## src/rtl/core/alle_pkg.sv

```systemverilog
// Shared types and codes for the array-backed linked list engine.
// Holds the transaction structs, action and status codes and store controls.
// No dependencies.
package alle_pkg;

   // Default number of entries in the list store.
   localparam int LIST_ENTRIES_DEFAULT = 16;

   // Action codes carried in a request transaction.
   localparam logic [3:0] ACT_CREATE  = 4'd0;
   localparam logic [3:0] ACT_HEAD    = 4'd1;
   localparam logic [3:0] ACT_TAIL    = 4'd2;
   localparam logic [3:0] ACT_SORTED  = 4'd3;
   localparam logic [3:0] ACT_DELETE  = 4'd4;
   localparam logic [3:0] ACT_EXISTS  = 4'd5;
   localparam logic [3:0] ACT_MODIFY  = 4'd6;
   localparam logic [3:0] ACT_COUNT   = 4'd7;
   localparam logic [3:0] ACT_REORDER = 4'd8;
   localparam logic [3:0] ACT_FIND    = 4'd9;

   // Status codes returned in a response transaction.
   localparam logic [1:0] STAT_OK      = 2'd0;
   localparam logic [1:0] STAT_FULL    = 2'd1;
   localparam logic [1:0] STAT_MISSING = 2'd2;

   // Request transaction payload.
   typedef struct packed {
      logic [3:0]         action;
      logic signed [31:0] value;
      logic signed [31:0] new_value;
   } req_type;

   // Response transaction payload.
   typedef struct packed {
      logic [1:0] status;
      logic [4:0] element_count;
      logic [3:0] entry_index;
   } rsp_type;

   // Strobes from the sequencer to the entry store.
   typedef struct packed {
      logic rd_en;
      logic val_we;
      logic lnk_we;
      logic relink;
   } store_ctl_type;

endpackage

```

## src/rtl/core/array_linked_list_engine.sv

```systemverilog
// Top level of the array-backed linked list engine.
// Depends on alle_pkg and alle_store.
//
// Usage:
//   A request transaction carries an action, a value and a new value. Each
//   request gives exactly one response transaction with a status, an element
//   count (count action only) and an entry index (find action only).
//   One request is worked on at a time; req_stall is high from acceptance
//   until its response has been taken.
// Timing:
//   The sequencer walks the list one link per cycle through the store's single
//   registered read port.
// Reset:
//   The list is empty, all entries sit on the free chain from entry 0. Value
//   contents are undefined until written; no clearing pass is needed.
// Stall:
//   The response is held in registers while rsp_stall is high; no new
//   request is taken until it has been delivered.
module array_linked_list_engine #(
   parameter int LIST_ENTRIES = alle_pkg::LIST_ENTRIES_DEFAULT
) (
   input  logic              clock,
   input  logic              reset,
   input  logic              req_valid,
   output logic              req_stall,
   input  alle_pkg::req_type req_data,
   output logic              rsp_valid,
   input  logic              rsp_stall,
   output alle_pkg::rsp_type rsp_data
);

   localparam int IDX_W  = $clog2(LIST_ENTRIES);
   localparam int LINK_W = $clog2(LIST_ENTRIES+1);
   localparam int CNT_W  = $clog2(LIST_ENTRIES+1);
   localparam logic [LINK_W-1:0] NIL = LINK_W'(LIST_ENTRIES);

   // Sequencer states.
   typedef enum logic [11:0] {
      ST_IDLE       = 12'b0000_0000_0001,
      ST_CREATE     = 12'b0000_0000_0010,
      ST_INS_CHK    = 12'b0000_0000_0100,
      ST_WALK_START = 12'b0000_0000_1000,
      ST_WALK       = 12'b0000_0001_0000,
      ST_WALK_END   = 12'b0000_0010_0000,
      ST_UNLINK     = 12'b0000_0100_0000,
      ST_FREE_RD    = 12'b0000_1000_0000,
      ST_FREE_TAKE  = 12'b0001_0000_0000,
      ST_PATCH      = 12'b0010_0000_0000,
      ST_STAGE_END  = 12'b0100_0000_0000,
      ST_RESP       = 12'b1000_0000_0000
   } state_type;

   state_type          state_ff, state_in;
   logic [3:0]         action_ff, action_in;
   logic signed [31:0] target_ff, target_in;
   logic signed [31:0] new_value_ff, new_value_in;
   logic               phase_ff, phase_in;
   logic [1:0]         status_ff, status_in;
   logic [LINK_W-1:0]  head_ff, head_in;
   logic [LINK_W-1:0]  tail_ff, tail_in;
   logic [LINK_W-1:0]  free_ff, free_in;
   logic [LINK_W-1:0]  cur_ff, cur_in;
   logic [LINK_W-1:0]  prev_ff, prev_in;
   logic [LINK_W-1:0]  next_ff, next_in;
   logic [CNT_W-1:0]   count_ff, count_in;
   logic [IDX_W-1:0]   index_ff, index_in;
   logic [IDX_W-1:0]   patch_addr_ff, patch_addr_in;
   logic [LINK_W-1:0]  patch_data_ff, patch_data_in;

   alle_pkg::store_ctl_type store_ctl;
   logic [IDX_W-1:0]   rd_addr;
   logic [IDX_W-1:0]   val_waddr;
   logic signed [31:0] val_wdata;
   logic [IDX_W-1:0]   lnk_waddr;
   logic [LINK_W-1:0]  lnk_wdata;
   logic signed [31:0] val_rd;
   logic [LINK_W-1:0]  link_rd;

   logic               sort_mode;
   logic               count_mode;
   logic               walk_stop;
   logic [31:0]        count_wide;
   logic [31:0]        index_wide;

   function automatic logic is_entry(input logic [LINK_W-1:0] p);
      return p < NIL;
   endfunction

   alle_store #(
      .LIST_ENTRIES(LIST_ENTRIES)
   ) u_store (
      .clock     (clock),
      .reset     (reset),
      .ctl       (store_ctl),
      .rd_addr   (rd_addr),
      .val_waddr (val_waddr),
      .val_wdata (val_wdata),
      .lnk_waddr (lnk_waddr),
      .lnk_wdata (lnk_wdata),
      .val_rd    (val_rd),
      .link_rd   (link_rd)
   );

   // Walk mode: sorted walks stop at the first strictly greater value,
   // counting walks run to the end, all others stop at the first match.
   assign sort_mode  = (action_ff == alle_pkg::ACT_SORTED) ||
                       ((action_ff == alle_pkg::ACT_REORDER) && phase_ff);
   assign count_mode = (action_ff == alle_pkg::ACT_COUNT);
   assign walk_stop  = sort_mode  ? (target_ff < val_rd) :
                       count_mode ? 1'b0 : (val_rd == target_ff);

   // Sequencer next-state and store control.
   always_comb begin
      state_in      = state_ff;
      action_in     = action_ff;
      target_in     = target_ff;
      new_value_in  = new_value_ff;
      phase_in      = phase_ff;
      status_in     = status_ff;
      head_in       = head_ff;
      tail_in       = tail_ff;
      free_in       = free_ff;
      cur_in        = cur_ff;
      prev_in       = prev_ff;
      next_in       = next_ff;
      count_in      = count_ff;
      index_in      = index_ff;
      patch_addr_in = patch_addr_ff;
      patch_data_in = patch_data_ff;
      store_ctl     = '0;
      rd_addr       = cur_ff[IDX_W-1:0];
      val_waddr     = cur_ff[IDX_W-1:0];
      val_wdata     = target_ff;
      lnk_waddr     = cur_ff[IDX_W-1:0];
      lnk_wdata     = NIL;

      unique case (state_ff)
         ST_IDLE: begin
            if (req_valid) begin
               action_in    = req_data.action;
               target_in    = req_data.value;
               new_value_in = req_data.new_value;
               phase_in     = 1'b0;
               status_in    = alle_pkg::STAT_OK;
               index_in     = '0;
               count_in     = '0;
               case (req_data.action)
                  alle_pkg::ACT_CREATE: begin
                     state_in = ST_CREATE;
                  end
                  alle_pkg::ACT_HEAD, alle_pkg::ACT_TAIL, alle_pkg::ACT_SORTED: begin
                     state_in = ST_INS_CHK;
                  end
                  alle_pkg::ACT_DELETE, alle_pkg::ACT_EXISTS, alle_pkg::ACT_MODIFY,
                  alle_pkg::ACT_COUNT, alle_pkg::ACT_REORDER, alle_pkg::ACT_FIND: begin
                     state_in = ST_WALK_START;
                  end
                  default: begin
                     state_in = ST_RESP;
                  end
               endcase
            end
         end

         // Relink the whole store: entry 0 holds the value, the rest are free.
         ST_CREATE: begin
            store_ctl.val_we = 1'b1;
            store_ctl.lnk_we = 1'b1;
            store_ctl.relink = 1'b1;
            val_waddr        = '0;
            lnk_waddr        = '0;
            lnk_wdata        = NIL;
            head_in          = '0;
            tail_in          = '0;
            free_in          = LINK_W'(1);
            state_in         = ST_RESP;
         end

         // Every insert needs a free entry.
         ST_INS_CHK: begin
            if (!is_entry(free_ff)) begin
               status_in = alle_pkg::STAT_FULL;
               state_in  = ST_RESP;
            end else if ((action_ff == alle_pkg::ACT_HEAD) ||
                         (action_ff == alle_pkg::ACT_TAIL)) begin
               state_in = ST_FREE_RD;
            end else begin
               state_in = ST_WALK_START;
            end
         end

         // Start a walk at the head.
         ST_WALK_START: begin
            cur_in   = head_ff;
            prev_in  = NIL;
            count_in = '0;
            rd_addr  = head_ff[IDX_W-1:0];
            if (is_entry(head_ff)) begin
               store_ctl.rd_en = 1'b1;
               state_in        = ST_WALK;
            end else begin
               state_in = ST_WALK_END;
            end
         end

         // One element per cycle: the current entry's data is in the store's
         // read registers, and the next entry is read straight away.
         ST_WALK: begin
            if (walk_stop) begin
               next_in  = link_rd;
               state_in = ST_WALK_END;
            end else begin
               prev_in  = cur_ff;
               cur_in   = link_rd;
               count_in = count_ff + CNT_W'(1);
               rd_addr  = link_rd[IDX_W-1:0];
               if (is_entry(link_rd)) begin
                  store_ctl.rd_en = 1'b1;
               end else begin
                  state_in = ST_WALK_END;
               end
            end
         end

         // Act on the outcome of the walk.
         ST_WALK_END: begin
            if (sort_mode) begin
               state_in = ST_FREE_RD;
            end else begin
               case (action_ff)
                  alle_pkg::ACT_DELETE, alle_pkg::ACT_REORDER: begin
                     if (is_entry(cur_ff)) begin
                        state_in = ST_UNLINK;
                     end else begin
                        if (action_ff == alle_pkg::ACT_DELETE) begin
                           status_in = alle_pkg::STAT_MISSING;
                        end
                        state_in = ST_STAGE_END;
                     end
                  end
                  alle_pkg::ACT_MODIFY: begin
                     if (is_entry(cur_ff)) begin
                        store_ctl.val_we = 1'b1;
                        val_wdata        = new_value_ff;
                     end else begin
                        status_in = alle_pkg::STAT_MISSING;
                     end
                     state_in = ST_RESP;
                  end
                  alle_pkg::ACT_FIND: begin
                     if (is_entry(cur_ff)) begin
                        index_in = cur_ff[IDX_W-1:0];
                     end else begin
                        status_in = alle_pkg::STAT_MISSING;
                     end
                     state_in = ST_RESP;
                  end
                  alle_pkg::ACT_EXISTS: begin
                     if (!is_entry(cur_ff)) begin
                        status_in = alle_pkg::STAT_MISSING;
                     end
                     state_in = ST_RESP;
                  end
                  default: begin
                     state_in = ST_RESP;
                  end
               endcase
            end
         end

         // Unlink the matched entry and push it onto the free chain.
         ST_UNLINK: begin
            store_ctl.lnk_we = 1'b1;
            lnk_waddr        = cur_ff[IDX_W-1:0];
            lnk_wdata        = free_ff;
            free_in          = cur_ff;
            if (tail_ff == cur_ff) begin
               tail_in = prev_ff;
            end
            if (is_entry(prev_ff)) begin
               patch_addr_in = prev_ff[IDX_W-1:0];
               patch_data_in = next_ff;
               state_in      = ST_PATCH;
            end else begin
               head_in  = next_ff;
               state_in = ST_STAGE_END;
            end
         end

         // Read the free head's link to find the new free head.
         ST_FREE_RD: begin
            store_ctl.rd_en = 1'b1;
            rd_addr         = free_ff[IDX_W-1:0];
            state_in        = ST_FREE_TAKE;
         end

         // Fill the taken entry and hook it into the list.
         ST_FREE_TAKE: begin
            store_ctl.val_we = 1'b1;
            store_ctl.lnk_we = 1'b1;
            val_waddr        = free_ff[IDX_W-1:0];
            lnk_waddr        = free_ff[IDX_W-1:0];
            free_in          = link_rd;
            state_in         = ST_STAGE_END;
            if (action_ff == alle_pkg::ACT_HEAD) begin
               lnk_wdata = head_ff;
               head_in   = free_ff;
               if (!is_entry(tail_ff)) begin
                  tail_in = free_ff;
               end
            end else if (action_ff == alle_pkg::ACT_TAIL) begin
               lnk_wdata = NIL;
               tail_in   = free_ff;
               if (is_entry(tail_ff)) begin
                  patch_addr_in = tail_ff[IDX_W-1:0];
                  patch_data_in = free_ff;
                  state_in      = ST_PATCH;
               end else begin
                  head_in = free_ff;
               end
            end else begin
               lnk_wdata = cur_ff;
               if (!is_entry(cur_ff)) begin
                  tail_in = free_ff;
               end
               if (is_entry(prev_ff)) begin
                  patch_addr_in = prev_ff[IDX_W-1:0];
                  patch_data_in = free_ff;
                  state_in      = ST_PATCH;
               end else begin
                  head_in = free_ff;
               end
            end
         end

         // Second link write of an insert or delete.
         ST_PATCH: begin
            store_ctl.lnk_we = 1'b1;
            lnk_waddr        = patch_addr_ff;
            lnk_wdata        = patch_data_ff;
            state_in         = ST_STAGE_END;
         end

         // Modify-reorder moves on from its delete to its sorted insert.
         ST_STAGE_END: begin
            if ((action_ff == alle_pkg::ACT_REORDER) && !phase_ff) begin
               phase_in  = 1'b1;
               target_in = new_value_ff;
               state_in  = ST_INS_CHK;
            end else begin
               state_in = ST_RESP;
            end
         end

         ST_RESP: begin
            if (!rsp_stall) begin
               state_in = ST_IDLE;
            end
         end

         default: begin
            state_in = ST_IDLE;
         end
      endcase
   end

   // Control registers.
   always_ff @(posedge clock) begin
      if (reset) begin
         state_ff <= ST_IDLE;
         head_ff  <= NIL;
         tail_ff  <= NIL;
         free_ff  <= '0;
      end else begin
         state_ff <= state_in;
         head_ff  <= head_in;
         tail_ff  <= tail_in;
         free_ff  <= free_in;
      end
   end

   // Working and result registers.
   always_ff @(posedge clock) begin
      action_ff     <= action_in;
      target_ff     <= target_in;
      new_value_ff  <= new_value_in;
      phase_ff      <= phase_in;
      status_ff     <= status_in;
      cur_ff        <= cur_in;
      prev_ff       <= prev_in;
      next_ff       <= next_in;
      count_ff      <= count_in;
      index_ff      <= index_in;
      patch_addr_ff <= patch_addr_in;
      patch_data_ff <= patch_data_in;
   end

   // Response transaction, taken straight from registers.
   assign count_wide = 32'(count_ff);
   assign index_wide = 32'(index_ff);
   assign req_stall  = (state_ff != ST_IDLE);
   assign rsp_valid  = (state_ff == ST_RESP);
   assign rsp_data.status        = status_ff;
   assign rsp_data.element_count = (action_ff == alle_pkg::ACT_COUNT) ? count_wide[4:0] : 5'd0;
   assign rsp_data.entry_index   = index_wide[3:0];

endmodule

```

## src/rtl/core/alle_store.sv

```systemverilog
// Entry store of the linked list engine: value memory and link memory.
// Link entries never written since reset or relink read as the free-chain default.
// Depends on alle_pkg.
module alle_store #(
   parameter int LIST_ENTRIES = alle_pkg::LIST_ENTRIES_DEFAULT
) (
   input  logic                                 clock,
   input  logic                                 reset,
   input  alle_pkg::store_ctl_type              ctl,
   input  logic [$clog2(LIST_ENTRIES)-1:0]      rd_addr,
   input  logic [$clog2(LIST_ENTRIES)-1:0]      val_waddr,
   input  logic signed [31:0]                   val_wdata,
   input  logic [$clog2(LIST_ENTRIES)-1:0]      lnk_waddr,
   input  logic [$clog2(LIST_ENTRIES+1)-1:0]    lnk_wdata,
   output logic signed [31:0]                   val_rd,
   output logic [$clog2(LIST_ENTRIES+1)-1:0]    link_rd
);

   localparam int IDX_W  = $clog2(LIST_ENTRIES);
   localparam int LINK_W = $clog2(LIST_ENTRIES+1);

   logic signed [31:0]  value_mem [LIST_ENTRIES];
   logic [LINK_W-1:0]   link_mem  [LIST_ENTRIES];
   logic [LIST_ENTRIES-1:0] valid_ff;
   logic signed [31:0]  val_q_ff;
   logic [LINK_W-1:0]   lnk_q_ff;
   logic                lv_q_ff;
   logic [IDX_W-1:0]    addr_q_ff;

   // Value memory: one write port, one registered read port.
   always_ff @(posedge clock) begin
      if (ctl.val_we) begin
         value_mem[val_waddr] <= val_wdata;
      end
      if (ctl.rd_en) begin
         val_q_ff <= value_mem[rd_addr];
      end
   end

   // Link memory: one write port, one registered read port.
   always_ff @(posedge clock) begin
      if (ctl.lnk_we) begin
         link_mem[lnk_waddr] <= lnk_wdata;
      end
      if (ctl.rd_en) begin
         lnk_q_ff  <= link_mem[rd_addr];
         addr_q_ff <= rd_addr;
      end
   end

   // Written flags for the link memory. A relink clears them all at once.
   always_ff @(posedge clock) begin
      if (reset) begin
         valid_ff <= '0;
         lv_q_ff  <= 1'b0;
      end else begin
         if (ctl.rd_en) begin
            lv_q_ff <= valid_ff[rd_addr];
         end
         if (ctl.relink) begin
            valid_ff <= '0;
         end
         if (ctl.lnk_we) begin
            valid_ff[lnk_waddr] <= 1'b1;
         end
      end
   end

   // An unwritten entry links to the next index; the last one links to null.
   assign val_rd  = val_q_ff;
   assign link_rd = lv_q_ff ? lnk_q_ff : LINK_W'(addr_q_ff) + LINK_W'(1);

endmodule

```

## config.mk

```make
export PLATFORM = sky130hd
export DESIGN_NAME = array_linked_list_engine
export DESIGN_NICKNAME = d
export VERILOG_FILES = /design/src/rtl/core/alle_pkg.sv /design/src/rtl/core/array_linked_list_engine.sv /design/src/rtl/core/alle_store.sv
export SDC_FILE = /design/constraint.sdc
export NUM_CORES = 1
export LEC_CHECK = 0
export BUFFER_PORTS_ARGS = -buffer_cell sky130_fd_sc_hd__buf_4
export CAP_MARGIN = 20
export CORE_ASPECT_RATIO = 0.7
export CORE_MARGIN = 4
export CORE_UTILIZATION = 67
export DETAILED_ROUTE_END_ITERATION = 8
export PLACE_DENSITY = 0.82
export SETUP_SLACK_MARGIN = 0.3
export SLEW_MARGIN = 15
export SYNTH_ARGS = -nofsm -noshare
export SYNTH_HDL_FRONTEND = slang
export SYNTH_HIERARCHICAL = 1
export SYNTH_SLANG_ARGS = --single-unit
```

## constraint.sdc

```tcl
create_clock -name clock -period 8.74 [get_ports clock]
set_input_delay 0.437 -clock clock [delete_from_list [all_inputs] [get_ports clock]]
set_output_delay 0.437 -clock clock [all_outputs]
set_load 0.1 [all_outputs]
```

Word level (Yosys, flattened, before mapping) --
Memories as Yosys holds them, arrays and structs flattened. A register that Yosys moved wholly into a read port is not among the register bits. Cells that the tools add are included.
Storage, ports and cells: flip-flop bits (word level) 152, bits in writable memories 592, bits in read-only memories 64, input bits 72, output and inout bits 13, logic and storage cells 212, memories 3
Memories:
- u_store.value_mem | depth 16, bits a word 32, rd ports 1, clocked after memory_dff 1, wr ports 1, line alle_store.sv:22 | logic signed [31:0] value_mem [LIST_ENTRIES];
- u_store.link_mem | depth 16, bits a word 5, rd ports 1, clocked after memory_dff 1, wr ports 1, line alle_store.sv:23 | logic [LINK_W-1:0] link_mem [LIST_ENTRIES];
- (no name shown) | depth 16, bits a word 4, rd ports 1, clocked after memory_dff 0, wr ports 0, line array_linked_list_engine.sv:147 | case (req_data.action)
Operators by class: add/subtract/negate cells 2, $lt $le $gt $ge 10, equal/unequal tests 47, mux-type cells 101, bitwise operators 1, reduce and logical (&&, ||, !) cells 29
Operators with widths (number):
- $mux 32 | 6
- $pmux 12 s12 | 1
- $mux 12 | 10
- $mux 5 | 22
- $pmux 5 s3 | 5
- $pmux 32 s2 | 1
- $mux 16 | 3
- $mux 4 | 9
- $mux 11 | 3
- $eq 32x32->1 | 1
- $lt 32x32->1 | 1
- $lt 5x5->1 const B | 6
- $pmux 5 s2 | 3
- $pmux 4 s2 | 3
- $pmux 4 s3 | 2
- $ne 2x2->1 const B | 11
- $ne 3x3->1 const B | 7
- $mux 1 | 18
- $eq 4x3->1 const B | 4
- $or 16x16->16 | 1
- $eq 12x1->1 const B | 1
- $eq 12x10->1 const B | 1
- $eq 12x11->1 const B | 1
- $eq 12x12->1 const B | 1
- 42 further kinds | 69

Depth between registers and ports, before layout --
depth in word-level cells 8, mapped depth 16

By module --
Netlist, hierarchy kept.
By module, submodules not included:
- alle_store | instances 1, cells each 996, area each 24429.7 sq um
- array_linked_list_engine | instances 1, cells each 714, area each 7229.4 sq um

Least setup slack after synthesis --
Ideal clock, no wire load.
kind reg-to-reg, start register state_ff[4], end memory u_store.value_mem[0][0] (enable), setup time 0.461 ns, data arrival time 4.939 ns, setup slack 3.340 ns, stages on the path, launching flop included 11, path through dfxtp_1 -> nor4_4 -> nand4_1 -> or3b_1 -> buf_2 -> or4_4 -> buf_6 -> buf_6 -> nand2_1 -> or3b_2 -> nor3_1
RTL lines:
- start, declared | line array_linked_list_engine.sv:53 | state_type state_ff, state_in;
- start signal, assigned | line array_linked_list_engine.sv:375 | state_ff <= state_in;
- end, declared | line alle_store.sv:22

Final worst setup path --
start register target_ff[14], end register u_store.val_q_ff[10], in the netlist u_store/val_rd[10], read port of u_store.value_mem, data pin
Between the ends: cells in the longest elaborated chain, start to end 5, elaborated cells on any way between the ends 8, those cells by class 1 x order compare; 1 x eq/ne; 6 x mux
Ends and longest elaborated chain:
- start, declared | line array_linked_list_engine.sv:55 | logic signed [31:0] target_ff, target_in;
- start signal, assigned | line array_linked_list_engine.sv:385 | target_ff <= target_in;
- parallel branches: the longest is 2 deep, another holds $lt 32x32->1
- $mux 1 (*) | line array_linked_list_engine.sv:109 | assign walk_stop = sort_mode ? (target_ff < val_rd) :
- $mux 4 (*) | line array_linked_list_engine.sv:209 | if (walk_stop) begin
- $pmux 4 s3 (*) | line array_linked_list_engine.sv:137 | unique case (state_ff)
- net rd_addr[0] | line array_linked_list_engine.sv:71 | logic [IDX_W-1:0] rd_addr;
- end, declared | line alle_store.sv:25 | logic signed [31:0] val_q_ff;
Mark *: on every way through the listed nets, which the timed path passes. A chain may end at the register's enable or synchronous reset.

==> impl_metrics.ini <==
[status]
status = finished clean

[drt]
wl_per_cell_um = 30.4
drt_iter0_drc = 2862
drtPass1Iterations = 5
finalWirelength_um = 76200
drc = 0
vias = 17400
drt-vias-per-instance = 6.93
drt.antenna.violating_nets = 0

[critical_path]
path_delay_family = compound AO/OA/AOI/OAI gates
cp_max_fo = 28
worstPathRequired_ns = 9.06
end_kind = flop
arrival_ns = 6.39
path_buf_inv = 2
critical_path_class = flop to flop
r2r_cells = 12
worst_r2r_endpoint = u_store/val_rd[10]$_DFFE_PP_
path_cells = ha_1, nand4_1, nor4_1, a21boi_0, o41ai_1, a21oi_1, nand3_1, o211ai_1, buf_4, buf_4, mux4_2, mux4_2
start_kind = flop
slowest_stage = nor4_1
r2r_start = target_ff[14]$_DFFE_PP_
r2r_setup_slack_ns = 2.67
worst_path_largest_cell_delay_ns = 0.88

[finish]
layout.nets = 1953
drive_gt1_frac = 0.252
antenna_cells = 0
area_growth_pct = 12.1

[timing]
tightest_slew_ns = 1.15
min_period_ns = 6.07
clock.fmax_mhz = 165
fin_crit_sh = 0.694
finalSetupViolCount = 0
fin_skew_ns = 0.0250
slew_headroom = 0.230
holdWs_ns = 0.0267
rsz0062_at_grt = false
finalHoldViolations = 0
tns_ns = 0
drv_slew = 0

[global_route]
grt-ovfl-total = 0
grt_max_degree = 113
grt_first_pass_wirelength_um = 113000
track_usage = 0.308
antenna_found_initial = 1
grt_pass1_vias = 17400

[floorplanning]
rows = 66
die_area_um2 = 50900
die_h_um = 190
pin_count = 85
coreArea_um2 = 46600
start_util = 0.680
die_width_um = 268

[placed_design]
port_buffers = 84
gp_congestion = 0.940
dp_hpwl_um = 42300

[worst_hold_path]
hold_depth = 1
hold_end = new_value_ff[14]$_DFFE_PP_
hold_class = primary input to flop
min_from = req_data[14]

[clocking]
cts_tree = built
clock_sinks = 781
cts_max_path_buffers = 3
htree_levels = 3
cts_buffers = 71
clockRootBuffer = clkbuf_16
path_clk_slew_ns = 0.06
postCtsSetupBuffers = 0
clk_latency_ns = 0.60

[synth]
synth_nets = 1816
async_flop_share = 0
ys.flop_type = edfxtp_1
ys_warn_count = 6
synth-seq-area-share = 0.727
synthesis.area_um2 = 31700
synth_edf_count = 737
synthDistinctLibCells = 70
syn_avg_cell_area_um2 = 18.5
ys_seq_elements = 781
netlist_instances = 1710

[power]
power-per-cell-area_nw_per_um2 = 228
leakagePower_nw = 12.1
peakVddDrop_mv = 0.186

[job]
max_cap_viol_count = 0
## area by class of cell
type,count,area [um^2]
Tap cell,612,766
Sequential cell,781,23000
Inverter,49,184
Clock buffer,87,1910
Clock inverter,35,289
Fill cell,2440,11100
Multi-Input combinational cell,804,8180
Timing Repair Buffer,140,1140
## worst max path at each step
stage,to,depth (start not counted),slack [ns],from
6_report,u_store/val_rd[10]$_DFFE_PP_,12,2.67,target_ff[14]$_DFFE_PP_
5_1_grt,u_store/val_rd[6]$_DFFE_PP_,12,2.38,target_ff[14]$_DFFE_PP_
4_1_cts,u_store/val_rd[10]$_DFFE_PP_,12,2.77,target_ff[14]$_DFFE_PP_
3_5_place_dp,u_store/val_rd[10]$_DFFE_PP_,12,2.79,target_ff[14]$_DFFE_PP_
3_3_place_gp,u_store/val_rd[10]$_DFFE_PP_,12,2.96,target_ff[14]$_DFFE_PP_
2_1_floorplan,u_store/value_mem[0][0]$_DFFE_PP_,10,3.34,state_ff[4]$_SDFFE_PP0P_
## cell usage after synthesis, types with 3 or more instances
cell type | count | area share
nor3b_1 | 6 | 0.0014
nand4b_1 | 3 | 0.00083
or2_2 | 5 | 0.00099
nand3_1 | 16 | 0.0025
or3b_2 | 5 | 0.0014
clkbuf_1 | 38 | 0.0045
nand2b_1 | 14 | 0.0028
nor3_1 | 17 | 0.0027
nor4_1 | 7 | 0.0014
mux2_4 | 29 | 0.014
nor2_1 | 89 | 0.011
buf_1 | 12 | 0.0014
o211ai_1 | 11 | 0.0026
xnor2_1 | 5 | 0.0014
nor2b_1 | 7 | 0.0014
buf_6 | 15 | 0.0053
a21o_1 | 10 | 0.0024
nand2_1 | 187 | 0.022
edfxtp_1 | 737 | 0.70
and2_1 | 8 | 0.0016
a311oi_1 | 6 | 0.0017
and3_1 | 3 | 0.00059
nand3b_1 | 6 | 0.0014
a21oi_1 | 46 | 0.0073
buf_2 | 11 | 0.0017
mux2_2 | 4 | 0.0014
inv_1 | 48 | 0.0057
a22oi_1 | 17 | 0.0040
a221o_1 | 3 | 0.00095
mux2i_1 | 10 | 0.0032
mux4_2 | 187 | 0.13
ha_1 | 34 | 0.013
dfxtp_1 | 44 | 0.028
nand4_1 | 5 | 0.00099
o21ai_0 | 13 | 0.0021
xor2_1 | 6 | 0.0017
## metal layers
layer / share of wire / vias to the layer above / routed length [um] / GRT usage
met1: 0.37 / 8855 / 28500 / 0.459
met3: 0.11 / 165 / 8660 / 0.0565
li1: - / 7086 / - / -
met5: 0 / - / 0 / 0
met4: 0.031 / 0 / 2350 / 0.0869
met2: 0.48 / 1269 / 36700 / 0.484
## timing repair
action                    4_1_cts  5_1_grt
resized for setup               0        0
hold buffers                   11        4
hold endpoints to repair       11        4
## flip-flops by register name (all words and copies together), names as in the netlist, 12 cells and up
register and count:
u_store/value_mem 512, u_store/link_mem 80, new_value_ff 32, target_ff 32
u_store/val_rd 32, u_store/valid_ff 16, state_ff 12
## report_power, final
group / leakage, nW / switching, mW / internal [mW]
logic: 3.86 / 0.464 / 0.235
clock network: 1.06 / 1.32 / 1.67
registers: 7.14 / 0.0678 / 4.34
## placed cells by master, fill, tap and decap left out, drive strengths merged, types with 14 or more instances in the layout
cell and instances:
edfxtp 737, mux4 187, nand2 187, buf 125, nor2 89, clkbuf 87, inv 50, a21oi 46
dfxtp 44, ha 34, mux2 33, clkinv 25, a22oi 17, nor3 17, nand3 16, dlygate4sd3 15
nand2b 14, o21ai 14
## per-stage QoR
step                power [mW]  worst slack (ns)  instances  instance area [um^2]  utilization
global route              8.35              2.38       2508                 35500        0.762
finish                    8.10              2.67       2508                 35500        0.762
CTS                       8.11              2.77       2500                 35400        0.760
floorplan                 4.91              3.34       1710                 31700            -
global placement          5.11              2.96       2366                 33100        0.710
detailed placement        5.15              2.79       2367                 33100        0.710
## logic make-up (layout without fill, tap and decap cells)
family / after synthesis / after routing / synth area share
muxes: 230 / 230 / 0.151
DFF: 781 / 781 / 0.727
buffers and inverters: 125 / 311 / 0.0188
xor gates and xnor gates: 11 / 11 / 0.00304
AOI/OAI and AO/OA: 132 / 132 / 0.0278
adders and majority gates: 34 / 34 / 0.0134
and+or+nand+nor: 397 / 397 / 0.0587
(Power assumes the default switching activity.)
